**src/hw/rtl/gcpe_pkg.sv**
```systemverilog
// shared types and constants for the glyph column pixel expander
// no dependencies; imported by gcpe_ctrl, gcpe_datapath and the top level
package gcpe_pkg;

	// field widths
	localparam int BYTE_W    = 8;
	localparam int COORD_W   = 12;
	localparam int INDEX_W   = 24;
	localparam int COLOR_W   = 16;
	localparam int LW_W      = 13;
	localparam int GDIM_W    = 6;
	localparam int BPC_W     = 3;
	localparam int CFG_IDX_W = 3;
	localparam int CFG_DAT_W = 16;

	// state widths
	localparam int COLBITS_W = 32;
	localparam int BRC_W     = 2;
	localparam int COLCNT_W  = 5;
	localparam int ROW_W     = 5;

	// register limits
	localparam int MAX_LINE_WIDTH       = 4096;
	localparam int MAX_GLYPH_WIDTH      = 32;
	localparam int MAX_GLYPH_HEIGHT     = 32;
	localparam int MAX_BYTES_PER_COLUMN = 4;

	// register reset values
	localparam logic [LW_W-1:0]    LINE_WIDTH_RST  = LW_W'(320);
	localparam logic [GDIM_W-1:0]  GLYPH_WIDTH_RST = GDIM_W'(8);
	localparam logic [GDIM_W-1:0]  GLYPH_HEIGHT_RST = GDIM_W'(8);
	localparam logic [BPC_W-1:0]   BPC_RST         = BPC_W'(1);
	localparam logic [COLOR_W-1:0] FORE_COLOR_RST  = 16'hFFFF;
	localparam logic [COLOR_W-1:0] BACK_COLOR_RST  = 16'h0000;

	// configuration register indexes
	typedef enum logic [CFG_IDX_W-1:0] {
		REG_LINE_WIDTH   = 3'd0,
		REG_GLYPH_WIDTH  = 3'd1,
		REG_GLYPH_HEIGHT = 3'd2,
		REG_BYTES_PER_COL = 3'd3,
		REG_FORE_COLOR   = 3'd4,
		REG_BACK_COLOR   = 3'd5
	} reg_idx_t;

	// controller to datapath commands
	typedef struct packed {
		logic accept;     // take the input byte
		logic base_load;  // compute the column's first pixel index
		logic emit_load;  // load the next pixel write into the output register
	} gcpe_cmd_t;

	// datapath to controller status
	typedef struct packed {
		logic col_done;   // the byte on the input completes a column
		logic last_row;   // the next pixel write is the bottom of the column
	} gcpe_sts_t;

endpackage

```
**src/hw/rtl/gcpe_ctrl.sv**
```systemverilog
// controller for the glyph column pixel expander: request sequencing and output valid
// depends on gcpe_pkg
module gcpe_ctrl (
	input  logic                clk,
	input  logic                arst_n,
	input  logic                item_valid,
	output logic                item_stall,
	output logic                pix_valid,
	input  logic                pix_stall,
	input  gcpe_pkg::gcpe_sts_t sts,
	output gcpe_pkg::gcpe_cmd_t cmd
);
	import gcpe_pkg::*;

	typedef enum logic [1:0] {
		S_IDLE,
		S_BASE,
		S_EMIT
	} state_t;

	state_t state_q;
	logic   valid_q;
	logic   out_free;

	// output register can take a new request
	assign out_free = ~valid_q | ~pix_stall;

	// commands
	always_comb begin
		cmd.accept    = (state_q == S_IDLE) & item_valid;
		cmd.base_load = (state_q == S_BASE);
		cmd.emit_load = (state_q == S_EMIT) & out_free;
	end

	assign item_stall = (state_q != S_IDLE);
	assign pix_valid  = valid_q;

	// state and output valid
	always_ff @(posedge clk or negedge arst_n) begin
		if (!arst_n) begin
			state_q <= S_IDLE;
			valid_q <= 1'b0;
		end else begin
			if (cmd.emit_load) begin
				valid_q <= 1'b1;
			end else if (~pix_stall) begin
				valid_q <= 1'b0;
			end
			unique case (state_q)
				S_IDLE: begin
					if (cmd.accept && sts.col_done) begin
						state_q <= S_BASE;
					end
				end
				S_BASE: begin
					state_q <= S_EMIT;
				end
				S_EMIT: begin
					if (cmd.emit_load && sts.last_row) begin
						state_q <= S_IDLE;
					end
				end
				default: begin
					state_q <= S_IDLE;
				end
			endcase
		end
	end

endmodule

```
**src/hw/rtl/gcpe_datapath.sv**
```systemverilog
// datapath for the glyph column pixel expander: config registers, column packing,
// pixel index walk and output register; depends on gcpe_pkg
module gcpe_datapath (
	input  logic                             clk,
	input  logic                             arst_n,
	input  logic                             cfg_wr_en,
	input  logic [gcpe_pkg::CFG_IDX_W-1:0]   cfg_index,
	input  logic [gcpe_pkg::CFG_DAT_W-1:0]   cfg_wr_data,
	input  logic [gcpe_pkg::BYTE_W-1:0]      glyph_byte,
	input  logic [gcpe_pkg::COORD_W-1:0]     origin_x,
	input  logic [gcpe_pkg::COORD_W-1:0]     origin_y,
	input  gcpe_pkg::gcpe_cmd_t              cmd,
	output gcpe_pkg::gcpe_sts_t              sts,
	output logic [gcpe_pkg::INDEX_W-1:0]     pixel_index,
	output logic [gcpe_pkg::COLOR_W-1:0]     pixel_color,
	output logic                             last_of_column
);
	import gcpe_pkg::*;

	// configuration registers
	logic [LW_W-1:0]    line_width_q;
	logic [GDIM_W-1:0]  glyph_width_q;
	logic [GDIM_W-1:0]  glyph_height_q;
	logic [BPC_W-1:0]   bpc_q;
	logic [COLOR_W-1:0] fore_color_q;
	logic [COLOR_W-1:0] back_color_q;

	// column state
	logic [COLBITS_W-1:0] col_bits_q;
	logic [BRC_W-1:0]     brc_q;
	logic [COLCNT_W-1:0]  col_cnt_q;

	// burst registers
	logic [COORD_W-1:0]   ox_q;
	logic [COORD_W-1:0]   oy_q;
	logic [COLCNT_W-1:0]  base_col_q;
	logic [COLBITS_W-1:0] shift_q;
	logic [INDEX_W-1:0]   idx_q;
	logic [ROW_W-1:0]     row_q;

	// output register
	logic [INDEX_W-1:0]   pix_index_q;
	logic [COLOR_W-1:0]   pix_color_q;
	logic                 pix_last_q;

	// clamped settings
	logic [LW_W-1:0]      stride;
	logic [GDIM_W-1:0]    gw;
	logic [GDIM_W-1:0]    gh;
	logic [BPC_W-1:0]     bpc;

	logic [COLBITS_W-1:0] merged;
	logic [BRC_W-1:0]     brc_next;
	logic [GDIM_W-1:0]    col_inc;
	logic [LW_W+COORD_W-1:0] prod;
	logic [GDIM_W-1:0]    row_inc;

	// clamp settings into range, zero counts as one
	always_comb begin
		if (line_width_q == '0) begin
			stride = LW_W'(1);
		end else if (line_width_q > LW_W'(MAX_LINE_WIDTH)) begin
			stride = LW_W'(MAX_LINE_WIDTH);
		end else begin
			stride = line_width_q;
		end
		if (glyph_width_q == '0) begin
			gw = GDIM_W'(1);
		end else if (glyph_width_q > GDIM_W'(MAX_GLYPH_WIDTH)) begin
			gw = GDIM_W'(MAX_GLYPH_WIDTH);
		end else begin
			gw = glyph_width_q;
		end
		if (glyph_height_q == '0) begin
			gh = GDIM_W'(1);
		end else if (glyph_height_q > GDIM_W'(MAX_GLYPH_HEIGHT)) begin
			gh = GDIM_W'(MAX_GLYPH_HEIGHT);
		end else begin
			gh = glyph_height_q;
		end
		if (bpc_q == '0) begin
			bpc = BPC_W'(1);
		end else if (bpc_q > BPC_W'(MAX_BYTES_PER_COLUMN)) begin
			bpc = BPC_W'(MAX_BYTES_PER_COLUMN);
		end else begin
			bpc = bpc_q;
		end
	end

	// pack the incoming byte, little end first
	always_comb begin
		merged   = col_bits_q | (COLBITS_W'(glyph_byte) << {brc_q, 3'b000});
		brc_next = brc_q + BRC_W'(1);
		col_inc  = GDIM_W'(col_cnt_q) + GDIM_W'(1);
		row_inc  = GDIM_W'(row_q) + GDIM_W'(1);
		prod     = (LW_W+COORD_W)'(oy_q) * (LW_W+COORD_W)'(stride);
	end

	// status
	assign sts.col_done = (brc_next == '0) || (BPC_W'(brc_next) >= bpc);
	assign sts.last_row = (row_inc == gh);

	// configuration writes
	always_ff @(posedge clk or negedge arst_n) begin
		if (!arst_n) begin
			line_width_q   <= LINE_WIDTH_RST;
			glyph_width_q  <= GLYPH_WIDTH_RST;
			glyph_height_q <= GLYPH_HEIGHT_RST;
			bpc_q          <= BPC_RST;
			fore_color_q   <= FORE_COLOR_RST;
			back_color_q   <= BACK_COLOR_RST;
		end else if (cfg_wr_en) begin
			unique case (cfg_index)
				REG_LINE_WIDTH:    line_width_q   <= cfg_wr_data[LW_W-1:0];
				REG_GLYPH_WIDTH:   glyph_width_q  <= cfg_wr_data[GDIM_W-1:0];
				REG_GLYPH_HEIGHT:  glyph_height_q <= cfg_wr_data[GDIM_W-1:0];
				REG_BYTES_PER_COL: bpc_q          <= cfg_wr_data[BPC_W-1:0];
				REG_FORE_COLOR:    fore_color_q   <= cfg_wr_data[COLOR_W-1:0];
				REG_BACK_COLOR:    back_color_q   <= cfg_wr_data[COLOR_W-1:0];
				default: begin
				end
			endcase
		end
	end

	// column packing and column counter
	always_ff @(posedge clk or negedge arst_n) begin
		if (!arst_n) begin
			col_bits_q <= '0;
			brc_q      <= '0;
			col_cnt_q  <= '0;
		end else if (cmd.accept) begin
			if (sts.col_done) begin
				col_bits_q <= '0;
				brc_q      <= '0;
				if (col_inc >= gw) begin
					col_cnt_q <= '0;
				end else begin
					col_cnt_q <= col_inc[COLCNT_W-1:0];
				end
			end else begin
				col_bits_q <= merged;
				brc_q      <= brc_next;
			end
		end
	end

	// burst capture, index walk and output register
	always_ff @(posedge clk) begin
		if (cmd.accept && sts.col_done) begin
			shift_q    <= merged;
			ox_q       <= origin_x;
			oy_q       <= origin_y;
			base_col_q <= col_cnt_q;
		end
		if (cmd.base_load) begin
			idx_q <= prod[INDEX_W-1:0] + INDEX_W'(ox_q) + INDEX_W'(base_col_q);
			row_q <= '0;
		end
		if (cmd.emit_load) begin
			pix_index_q <= idx_q;
			pix_color_q <= shift_q[0] ? fore_color_q : back_color_q;
			pix_last_q  <= sts.last_row;
			idx_q       <= idx_q + INDEX_W'(stride);
			shift_q     <= shift_q >> 1;
			row_q       <= row_inc[ROW_W-1:0];
		end
	end

	assign pixel_index    = pix_index_q;
	assign pixel_color    = pix_color_q;
	assign last_of_column = pix_last_q;

endmodule

```
**src/hw/rtl/glyph_column_pixel_expander_core.sv**
```systemverilog
// Glyph column pixel expander: takes font bytes in column order and writes one
// pixel per cycle, while the output does not stall, down each finished glyph column.
//
// Input channel (item_valid / item_stall): glyph_byte, origin_x, origin_y. One
// font byte per request; bytes_per_column bytes make one column, bit 0 at top.
// Output channel (pix_valid / pix_stall): pixel_index, pixel_color,
// last_of_column, one request per pixel write, glyph_height writes per column.
// Configuration: cfg_wr_en writes cfg_wr_data into register cfg_index
// (0 line_width, 1 glyph_width, 2 glyph_height, 3 bytes_per_column,
// 4 fore_color, 5 back_color); other indexes are ignored.
// Sequence: a byte that does not finish a column is taken with no stall. A byte
// that finishes one is taken, then the base index is formed (origin_y *
// line_width multiply and add), then one pixel write per cycle while the output
// does not stall goes into the output register. The first pixel is valid after
// the S_BASE state and its load in S_EMIT; item_stall stays high until the last
// pixel of the column has been loaded into the output register.
// A stall on the output holds the output register and pauses the column walk.
// Reset (arst_n low) clears the column state and output valid and restores
// the register defaults.
// depends on gcpe_pkg, gcpe_ctrl, gcpe_datapath
module glyph_column_pixel_expander_core (
	input  logic                             clk,
	input  logic                             arst_n,
	input  logic                             cfg_wr_en,
	input  logic [gcpe_pkg::CFG_IDX_W-1:0]   cfg_index,
	input  logic [gcpe_pkg::CFG_DAT_W-1:0]   cfg_wr_data,
	input  logic                             item_valid,
	output logic                             item_stall,
	input  logic [gcpe_pkg::BYTE_W-1:0]      glyph_byte,
	input  logic [gcpe_pkg::COORD_W-1:0]     origin_x,
	input  logic [gcpe_pkg::COORD_W-1:0]     origin_y,
	output logic                             pix_valid,
	input  logic                             pix_stall,
	output logic [gcpe_pkg::INDEX_W-1:0]     pixel_index,
	output logic [gcpe_pkg::COLOR_W-1:0]     pixel_color,
	output logic                             last_of_column
);
	import gcpe_pkg::*;

	gcpe_cmd_t cmd;
	gcpe_sts_t sts;

	// sequencing
	gcpe_ctrl u_ctrl (
		.clk        (clk),
		.arst_n     (arst_n),
		.item_valid (item_valid),
		.item_stall (item_stall),
		.pix_valid  (pix_valid),
		.pix_stall  (pix_stall),
		.sts        (sts),
		.cmd        (cmd)
	);

	// packing, index arithmetic and output register
	gcpe_datapath u_datapath (
		.clk            (clk),
		.arst_n         (arst_n),
		.cfg_wr_en      (cfg_wr_en),
		.cfg_index      (cfg_index),
		.cfg_wr_data    (cfg_wr_data),
		.glyph_byte     (glyph_byte),
		.origin_x       (origin_x),
		.origin_y       (origin_y),
		.cmd            (cmd),
		.sts            (sts),
		.pixel_index    (pixel_index),
		.pixel_color    (pixel_color),
		.last_of_column (last_of_column)
	);

endmodule

```
**config.mk**
```make
export PLATFORM = sky130hd
export DESIGN_NAME = glyph_column_pixel_expander_core
export DESIGN_NICKNAME = d
export VERILOG_FILES = /design/src/hw/rtl/gcpe_pkg.sv /design/src/hw/rtl/gcpe_ctrl.sv /design/src/hw/rtl/gcpe_datapath.sv /design/src/hw/rtl/glyph_column_pixel_expander_core.sv
export SDC_FILE = /design/constraint.sdc
export NUM_CORES = 1
export LEC_CHECK = 0
export ABC_AREA = 1
export CAP_MARGIN = 20
export CORE_ASPECT_RATIO = 0.7
export CORE_MARGIN = 4
export CORE_UTILIZATION = 25
export DETAILED_ROUTE_END_ITERATION = 10
export DONT_BUFFER_PORTS = 1
export GPL_TIMING_DRIVEN = 0
export SLEW_MARGIN = 20
export SYNTH_ARGS = -nofsm -noshare
export SYNTH_HDL_FRONTEND = slang
export SYNTH_HIERARCHICAL = 1
export SYNTH_SLANG_ARGS = --single-unit
export TNS_END_PERCENT = 10
```
**constraint.sdc**
```tcl
create_clock -name clk -period 15.63 [get_ports clk]
set_clock_uncertainty 0.15 [all_clocks]
set_input_delay 1.563 -clock clk [delete_from_list [all_inputs] [get_ports clk]]
set_output_delay 1.563 -clock clk [all_outputs]
set_load 0.01 [all_outputs]
```
After elaboration in Yosys (flattened, before gate mapping):

Cells that the tools add are included.

* register bits after elaboration: 233
* bits in latches: 0
* bits in writable memories: 0
* memory bits (read-only): 0
* bits of input ports: 56
* memories kept: 0

* add/subtract/negate cells: 6
* multipliers: 1
* div/mod/pow operators: 0
* $lt $le $gt $ge: 6
* equal/unequal tests: 11
* shift-type cells: 1
* muxes and demuxes: 23
* bitwise logic cells: 6
* reduce and logical (&&, ||, !) cells: 21

Operator list (number)
* $mux 31: 2
* $mux 24: 2
* $mux 32: 1
* $or 32x32->32: 1
* $shl 8x5->32: 1
* $mux 13: 2
* $add 24x12->24: 1
* $add 24x13->24: 1
* $add 24x5->24: 1
* $mul 12x13->24: 1
* $mux 6: 4
* $mux 16: 1
* $reduce_and 2->1: 8
* $mux 5: 3
* $gt 13x13->1 const B: 1
* $logic_not 13->1: 1
* $add 5x1->6 const B: 2
* $gt 6x6->1 const B: 2
* $logic_not 6->1: 2
* $eq 3x2->1 const B: 2
* $eq 3x3->1 const B: 2
* $eq 6x6->1: 1
* $ge 6x6->1: 1
* $logic_not 3->1: 2
* 19 further kinds: 30

Logic depth before layout (Yosys ltp):

Gate-level depths: netlist (run 1).

* depth after elaboration: 8
* gate-level depth with buffers: 30

Modules after synthesis:

The synthesis (run 1) kept the hierarchy.

Modules (own cells, without submodules)
* gcpe_datapath: instances 1, cells each 1926, area an instance 16712.3 µm², sequential area each 6427.4 µm²
* gcpe_ctrl: instances 1, cells each 20, area an instance 147.6 µm², sequential area each 75.1 µm²

Worst setup path before layout (run 1):

Ideal clock, no wire load.

* path type: reg-to-reg
* from: reg u_datapath.line_width_q[6]
* to: reg u_datapath.idx_q[15] (data pin)
* library setup time: 0.253 ns
* data arrival time: 5.443 ns
* path slack: 9.784 ns
* stages on the path, launching flop included: 29
* period minus slack after synthesis: 5.846 ns
* cell sequence: dfstp_2 > inv_2 > nand4_1 > nor2_2 > a21oi_4 > buf_6 > nor2_8 > inv_2 > nor2_1 > fa_1 > inv_1 > fa_1 > inv_1 > fa_1 > inv_1 > fa_1 > inv_1 > fa_1 > ha_1 > ha_1 > nand2_1 > nand2_1 > nand2_1 > nand2_1 > a21oi_1 > nand2_1 > or2_2 > nand3_1 > nand2_1

* word-level cells in the longest chain between the ends: 8
* elaborated cells on any way between the ends: 10
* those cells by class: 3 x add/sub; 1 x mul; 1 x order compare; 4 x mux; 1 x reduce/logical

Ends and longest elaborated chain
* from (decl): RTL line gcpe_datapath.sv:21 `logic [LW_W-1:0] line_width_q;`
* from (signal assigned): RTL line gcpe_datapath.sv:114 `REG_LINE_WIDTH: line_width_q <= cfg_wr_data[LW_W-1:0];`
* $gt 13x13->1: RTL line gcpe_datapath.sv:62 `end else if (line_width_q > LW_W'(MAX_LINE_WIDTH)) begin`
* $mux 13: RTL line gcpe_datapath.sv:62
* $mux 13 (*): RTL line gcpe_datapath.sv:60 `if (line_width_q == '0) begin`
* $mul 12x13->24: RTL line gcpe_datapath.sv:96 `prod = (LW_W+COORD_W)'(oy_q) * (LW_W+COORD_W)'(stride);`
* $add 24x12->24: RTL line gcpe_datapath.sv:157 `idx_q <= prod[INDEX_W-1:0] + INDEX_W'(ox_q) + INDEX_W'(base_col_q);`
* $add 24x5->24: RTL line gcpe_datapath.sv:157
* $mux 24: RTL line gcpe_datapath.sv:156 `if (cmd.base_load) begin`
* $mux 24 (*): RTL line gcpe_datapath.sv:160 `if (cmd.emit_load) begin`
* to (signal assigned): RTL line gcpe_datapath.sv:157
* to (signal assigned): RTL line gcpe_datapath.sv:164 `idx_q <= idx_q + INDEX_W'(stride);`
* to (decl): RTL line gcpe_datapath.sv:38 `logic [INDEX_W-1:0] idx_q;`

Every way passes the cells marked *; elsewhere a longest branch is shown, timed or not. The select of a mux whose other input is x is not followed.
A chain may end at the register's enable or synchronous reset.

Final worst setup path (run 1):

* from: reg u_datapath.line_width_q[12]
* to: reg u_datapath.idx_q[17] (data pin)

The elaborated chain is that of the path after synthesis.

==> impl_metrics.json, run 1 <==
{
  "io_pins": 99,
  "ys_seq_area_share_pct": 38.6,
  "grt_first_pass_wirelength_um": 73900,
  "drt-pass1-iter-count": 6,
  "max_freq_mhz": 143,
  "maxSlewViolCount": 0,
  "crit_path_start_kind": "flop",
  "portBuffers": 0,
  "final_hold_viol_count": 0,
  "critPathMaxStageDelay_ps": 600,
  "tightest_slew_ps": 836,
  "cp_top_family": "adder cells",
  "path_common_cell": "inv_1",
  "fin_crit_sh_pct": 44.6,
  "ys.warnings.count": 6,
  "syn-num-nets": 2240,
  "floorplan.initialDensity_pct": 25.3,
  "hp-class": "flop to flop",
  "timing.hold.ws_ps": 303,
  "dpl.hpwl_um": 37000,
  "vias_per_cell": 4.45,
  "layout_commonest_cell": "nand2_1",
  "synth_edf_count": 130,
  "rsz0062_at_grt": "false",
  "grt_overflow": 0,
  "crit_required_ps": 15770,
  "cts-resized-gates": 0,
  "clk_root_buffer_cell": "clkbuf_16",
  "status": "finished, final reports clean",
  "cp_max_fo": 10,
  "crit_arrival_ps": 7110,
  "synthArstFlopShare_pct": 43.8,
  "num_vias": 12851,
  "dieArea_mm2": 0.0717,
  "period_minus_slack_ps": 6970,
  "ys_ff_latch": 233,
  "synth.cell_area_mm2": 0.0169,
  "drive_above_1_share_pct": 5.97,
  "antenna_found_initial": 1,
  "antenna_left": 0,
  "htreeDepth": 1,
  "finalSetupViolations": 0,
  "pre_cts_ws_ps": 8720,
  "fp.dieW_um": 318,
  "grt_max_degree": 103,
  "wl_um": 47500,
  "cp-end-kind": "flop",
  "drt_iter0_drc": 1212,
  "clkLatencyLatePin_ps": 550,
  "yosys.cell_types.count": 43,
  "setup_tns_ps": 0,
  "postCtsHoldBufs": 0,
  "synth_area_per_cell_um2": 8.66,
  "synth_cells": 1946,
  "wl_per_cell_um": 16.5,
  "final_cell_mix": "nand2_1 (491), inv_1 (346), nor2_1 (165)",
  "first_global_vias": 12275,
  "die_h_um": 225,
  "slew-limit-headroom_pct": 44.3,
  "layout.nets": 2270,
  "cts_max_path_buffers": 3,
  "nFillCells": 7145,
  "clk_pin_slew_worst_paths_ps": 70,
  "worst_slack_ps": 8660,
  "cts_tree": "yes",
  "globalplace.congestion": 0.918,
  "path_class": "flop to flop",
  "areaGrowthSynthToFinish_pct": 12.3,
  "route.detailed.drc": 0,
  "core_area_mm2": 0.0666,
  "maxCapViolations": 0,
  "path_buf_inv": 9,
  "crit_slowest_cell": "fa_1",
  "antennaDiodeCount": 0,
  "cts_setup_buffers": 0,
  "synthFlopType": "edfxtp_1",
  "numCtsBuffers": 25,
  "cts.sinks": 233,
  "fp-row-count": 79,
  "grt_util_all_layers_pct": 13.2
}
-- layout make-up --
| class | instances | area [um2] | area share (%) |
|---|---|---|---|
| Inverter | 359 | 1350 | 7.12 |
| Tap cell | 891 | 1110 | 5.89 |
| Buffer | 56 | 225 | 1.19 |
| Multi-Input combinational cell | 1298 | 8800 | 46.5 |
| Sequential cell | 233 | 6500 | 34.3 |
| Clock inverter | 18 | 195 | 1.03 |
| Clock buffer | 27 | 676 | 3.57 |
| Timing Repair Buffer | 3 | 75.1 | 0.396 |
-- kinds of logic (layout without fill, tap and decap cells) --
kind of cell,Yosys count,after routing,synth area share (%)
muxes,16,16,1.07
AOI/OAI and AO/OA,207,207,6.65
and+or+nand+nor,821,821,20.4
xor gates and xnor gates,16,16,0.831
DFF,233,233,38.6
buffers and inverters,415,463,9.31
adders and majority gates,238,238,23.1
-- flip-flops by register name, summed over array words and instances (netlist names), 3 cells and up --
| signal | flops |
|---|---|
| u_datapath/base_col_q | 5 |
| u_datapath/oy_q | 12 |
| u_datapath/col_bits_q | 32 |
| u_datapath/back_color_q | 16 |
| u_datapath/row_q | 5 |
| u_datapath/line_width_q | 13 |
| u_datapath/bpc_q | 3 |
| u_datapath/shift_q | 32 |
| u_datapath/glyph_width_q | 6 |
| u_datapath/glyph_height_q | 6 |
| u_datapath/ox_q | 12 |
| u_datapath/col_cnt_q | 5 |
| u_datapath/pixel_color | 16 |
| u_datapath/pixel_index | 24 |
| u_datapath/idx_q | 24 |
| u_datapath/fore_color_q | 16 |
-- cell usage after synthesis (all sizes together) (2+ instances only) --
| cell | instances | area share (%) |
|---|---|---|
| nor2 | 175 | 4.4 |
| inv | 356 | 7.9 |
| a21oi | 70 | 2.2 |
| nand2 | 492 | 11 |
| ha | 115 | 8.5 |
| nand4 | 29 | 1.1 |
| o21bai | 5 | 0.22 |
| nor3 | 21 | 0.62 |
| xor2 | 11 | 0.57 |
| o21ai | 102 | 3.0 |
| xnor2 | 5 | 0.26 |
| clkbuf | 51 | 1.1 |
| o211ai | 2 | 0.089 |
| dfrtp | 81 | 12 |
| nand3b | 8 | 0.36 |
| clkinv | 3 | 0.067 |
| a211oi | 7 | 0.31 |
| mux2 | 16 | 1.1 |
| o22ai | 2 | 0.074 |
| or2 | 6 | 0.22 |
| nand3 | 83 | 2.5 |
| dfstp | 21 | 3.3 |
| and2 | 5 | 0.19 |
| a31oi | 16 | 0.59 |
| fa | 123 | 15 |
| edfxtp | 130 | 23 |
| buf | 5 | 0.17 |
-- worst reg2reg max path: stages, from the launching register on --
cell,delay [ps]
dfrtp_1,550
clkbuf_1,340
inv_1,170
a21oi_4,350
buf_6,270
nor2_8,90
inv_2,150
nor2_1,90
fa_1,600
inv_1,60
fa_1,480
inv_1,60
fa_1,490
inv_1,60
fa_1,530
inv_1,60
fa_1,390
ha_1,310
ha_1,390
nand2_1,120
inv_1,100
nand4_1,120
nand3_1,210
nand2_1,110
nand2_1,70
nand2_1,50
nand3_1,230
nand2_1,100
-- through the flow --
stage / utilization (%) / instance area [um2] / cells
4_1_cts: 28.4 / 18900 / 2885
6_report: 28.4 / 18900 / 2885
3_5_place_dp: 27.1 / 18100 / 2840
5_1_grt: 28.4 / 18900 / 2885
2_1_floorplan: - / 16900 / 1946
3_3_place_gp: 27.0 / 18000 / 2837
-- routing by layer --
metal  track usage, %  vias to the layer above  part of all wire [%]
met5                0                        -                 0.017
met4             1.75                        2                   1.2
met3             4.71                       37                    10
met2             17.4                      443                    37
met1             20.8                     6138                    51
li1                 -                     6231                     -
-- worst paths after layout --
path | slack (ps) | start | endpoint | cells past startpoint
min reg2reg | 300 | u_datapath/col_cnt_q[4]$_DFFE_PN0P_ | u_datapath/base_col_q[4]$_DFFE_PP_ | 0
max | 8660 | u_datapath/line_width_q[12]$_DFFE_PN0P_ | u_datapath/idx_q[17]$_DFFE_PP_ | 27
min | 300 | u_datapath/col_cnt_q[4]$_DFFE_PN0P_ | u_datapath/base_col_q[4]$_DFFE_PP_ | 0
max reg2reg | 8660 | u_datapath/line_width_q[12]$_DFFE_PN0P_ | u_datapath/idx_q[17]$_DFFE_PP_ | 27
min in group asynchronous | 560 | arst_n | u_datapath/back_color_q[9]$_DFFE_PN0P_ | 0
max in group asynchronous | 14550 | arst_n | u_datapath/glyph_width_q[3]$_DFFE_PN1P_ | 0
Power of run 1 is left out: the tool's default activity adds up to more than one toggle a clock period on the data nets, which glitch-free logic cannot reach.
==> inputs of run 2 (changes only) <==
--- a/config.mk
+++ b/config.mk
@@ -5,7 +5,7 @@
 export SDC_FILE = /design/constraint.sdc
 export NUM_CORES = 1
 export LEC_CHECK = 0
-export ABC_AREA = 1
+export ABC_AREA = 0
 export CAP_MARGIN = 20
 export CORE_ASPECT_RATIO = 0.7
 export CORE_MARGIN = 4
==> constraint.sdc (replaced) <==
create_clock -name clk -period 6.62 [get_ports clk]
set_clock_uncertainty 0.15 [all_clocks]
set_input_delay 0.662 -clock clk [delete_from_list [all_inputs] [get_ports clk]]
set_output_delay 0.662 -clock clk [all_outputs]
set_load 0.01 [all_outputs]
==> impl_metrics.json, run 2 <==
{
  "path_common_cell": "fa_1",
  "grt_overflow": 0,
  "drt_iter0_drc": 983,
  "ys.warnings.count": 6,
  "vias_per_cell": 4.69,
  "globalplace.congestion": 0.888,
  "wl_um": 43600,
  "crit_path_start_kind": "flop",
  "rr_startpoint": "u_datapath/line_width_q[12]$_DFFE_PN0P_",
  "multi_input_area_mm2": 0.00887,
  "crit_required_ps": 6760,
  "slew-limit-headroom_pct": 46.4,
  "finalSetupViolations": 0,
  "num_vias": 11097,
  "io_pins": 99,
  "synth_top_area_share_pct": 24.2,
  "clk_pin_slew_worst_paths_ps": 60,
  "final_cell_mix": "nand2_1 (160), inv_1 (145), edfxtp_1 (130)",
  "areaGrowthSynthToFinish_pct": 13.9,
  "largest_registers": "u_datapath/col_bits_q (32), u_datapath/shift_q (32)",
  "fp.dieW_um": 312,
  "use_met2_pct": 17.7,
  "cp_max_fo": 10,
  "period_minus_slack_ps": 6410,
  "max_freq_mhz": 156,
  "cts.sinks": 233,
  "fp-row-count": 77,
  "final_hold_viol_count": 0,
  "synthArstFlopShare_pct": 43.8,
  "die_h_um": 220,
  "floorplan.initialDensity_pct": 25.4,
  "antenna_found_initial": 14,
  "layout.nets": 1807,
  "seqCellArea_mm2": 0.00650,
  "synth.cell_area_mm2": 0.0161,
  "crit_arrival_ps": 6550,
  "drt-pass1-iter-count": 5,
  "clk_root_buffer_cell": "clkbuf_16",
  "drive_above_1_share_pct": 13.4,
  "grtUsageMet1_pct": 18.6,
  "netlist_top_cells_area": "edfxtp_1 (24%), fa_1 (15%), dfrtp_1 (13%), ha_1 (8.9%), mux2_2 (5.2%)",
  "post-place-cells": 2311,
  "hp-class": "primary input to flop",
  "whs_path_depth": 0,
  "fin_crit_sh_pct": 96.9,
  "r2r_slack_ps": 210,
  "numCtsBuffers": 26,
  "tightest_slew_ps": 802,
  "status": "finished, final reports clean",
  "synthFlopType": "edfxtp_1",
  "ys_ff_latch": 233,
  "synth_commonest_cells": "nand2_1 (161), inv_1 (145), edfxtp_1 (130)",
  "dpl.hpwl_um": 33800,
  "core_area_mm2": 0.0635,
  "stdcell_count": 2366,
  "maxSlewViolCount": 0,
  "yosysMostFrequentCell": "nand2_1",
  "worstRegToRegCells": 21,
  "maxCapViolations": 0,
  "syn-num-nets": 1773,
  "cts_max_path_buffers": 3,
  "layout_commonest_cell": "nand2_1",
  "rr_endpoint": "u_datapath/idx_q[18]$_DFFE_PP_",
  "rsz0062_at_grt": "false",
  "route.detailed.drc": 0,
  "hp-start": "origin_x[0]",
  "portBuffers": 0,
  "timing.hold.ws_ps": 63.9,
  "grt.busiest_layer": "met1",
  "wl_per_cell_um": 18.4,
  "cp-end-kind": "flop",
  "cp_top_family": "adder cells",
  "critPathMaxStageDelay_ps": 530,
  "crit_chain": "buf_12 -> nor2b_4 -> buf_6 -> and2_1 -> fa_1 -> inv_1 -> fa_1 -> inv_1 -> fa_1 -> inv_1 -> fa_1 -> inv_1 -> fa_1 -> ha_1 -> ha_1 -> and3_1 -> and3_1 -> a211o_2 -> o21a_1 -> or4_1 -> o211a_1",
  "path_class": "flop to flop",
  "crit_slowest_cell": "fa_1",
  "use_met3_pct": 4.45,
  "first_global_vias": 11237,
  "synth_edf_count": 130,
  "synth.largest_area_cell": "edfxtp_1",
  "antenna_left": 0,
  "synth_cells": 1479,
  "path_buf_inv": 6,
  "grt_util_all_layers_pct": 12.6,
  "synth_area_per_cell_um2": 10.9,
  "grt_first_pass_wirelength_um": 67300,
  "grt_max_degree": 103,
  "dieArea_mm2": 0.0687,
  "htreeDepth": 1,
  "yosys.cell_types.count": 69,
  "hold_end": "u_datapath/ox_q[0]$_DFFE_PP_",
  "nFillCells": 6466,
  "cts_tree": "yes",
  "clkLatencyLatePin_ps": 550,
  "ys_seq_area_share_pct": 40.3
}
## run 2: cell count changes in the layout (fill, tap and decap cells not counted), moves of 46 or more
cell / before / now
nand3_1: 82 / 13
mux2_2: 16 / 75
nand2_1: 491 / 160
o21ai_0: 102 / 56
inv_1: 346 / 145
and2_1: 5 / 88
nor2_1: 165 / 74
## run 2: cell type report
class	instances	area share (%)
well taps	829	5.65
inverters	147	3.01
multi-input cells	1030	48.3
flip-flops and latches	233	35.4
clock buffers	34	4.10
repair buffers	7	0.695
plain buffers	68	1.88
diodes	4	0.0545
clock inverters	14	0.879
## run 2: per-layer routing
layer  vias to the layer above  routed length (um)
met2                       348               17400
met4                        18                 726
met3                        67                4080
met5                         -                 133
met1                      5536               21200
li1                       5128                   -
## run 2: how the worst max path moves through the flow
| stage | slack (ps) | to | from | cells after the start |
|---|---|---|---|---|
| final | 210 | u_datapath/idx_q[18]$_DFFE_PP_ | u_datapath/line_width_q[12]$_DFFE_PN0P_ | 21 |
| after global placement | -780 | u_datapath/shift_q[19]$_DFFE_PP_ | u_ctrl/state_q[0]$_DFFE_PN0P_ | 6 |
| after detailed placement | -680 | u_datapath/idx_q[18]$_DFFE_PP_ | u_datapath/line_width_q[12]$_DFFE_PN0P_ | 21 |
| after floorplan | 560 | u_datapath/idx_q[18]$_DFFE_PP_ | u_datapath/line_width_q[12]$_DFFE_PN0P_ | 20 |
| after global routing | 0.01 | u_datapath/idx_q[18]$_DFFE_PP_ | u_datapath/line_width_q[9]$_DFFE_PN0P_ | 18 |
| after CTS | 2 | u_datapath/idx_q[18]$_DFFE_PP_ | u_datapath/line_width_q[12]$_DFFE_PN0P_ | 19 |
## run 2: worst reg2reg max path: stages, from the launching register on
cell	delay, ps
dfrtp_2	490
buf_12	190
nor2b_4	260
buf_6	210
and2_1	170
fa_1	440
inv_1	90
fa_1	160
inv_1	60
fa_1	530
inv_1	60
fa_1	530
inv_1	50
fa_1	470
ha_1	300
ha_1	360
and3_1	220
and3_1	180
a211o_2	410
o21a_1	210
or4_1	470
o211a_1	150
## run 2: per-stage QoR
step	setup slack (ps)	setup TNS, ps	area (um2)	utilization [%]
6_report	206	0	18400	28.9
5_1_grt	0.0102	0	18400	28.9
4_1_cts	2.20	0	18300	28.8
3_5_place_dp	-681	-5860	17300	27.2
3_3_place_gp	-779	-45190	17200	27.0
2_1_floorplan	561	0	16100	-
## run 2: cell families after synthesis
kind of cell / Yosys count / share of synthesized area [%]
simple gates: 416 / 12.5
compound gates: 260 / 10.3
fa+ha+maj: 238 / 24.2
flops: 233 / 40.3
buf+inv: 216 / 5.15
mux: 82 / 5.67
xor+xnor: 34 / 1.85
## run 2: repair_timing
item                       4_1_cts  5_1_grt
hold endpoints to repair       102        0
resized for setup               29       35
pin swaps                        0        1
hold buffers                     2        0
setup endpoints to repair       14       10
buffers inserted                 0        2
Power of run 2 is left out for the same reason.
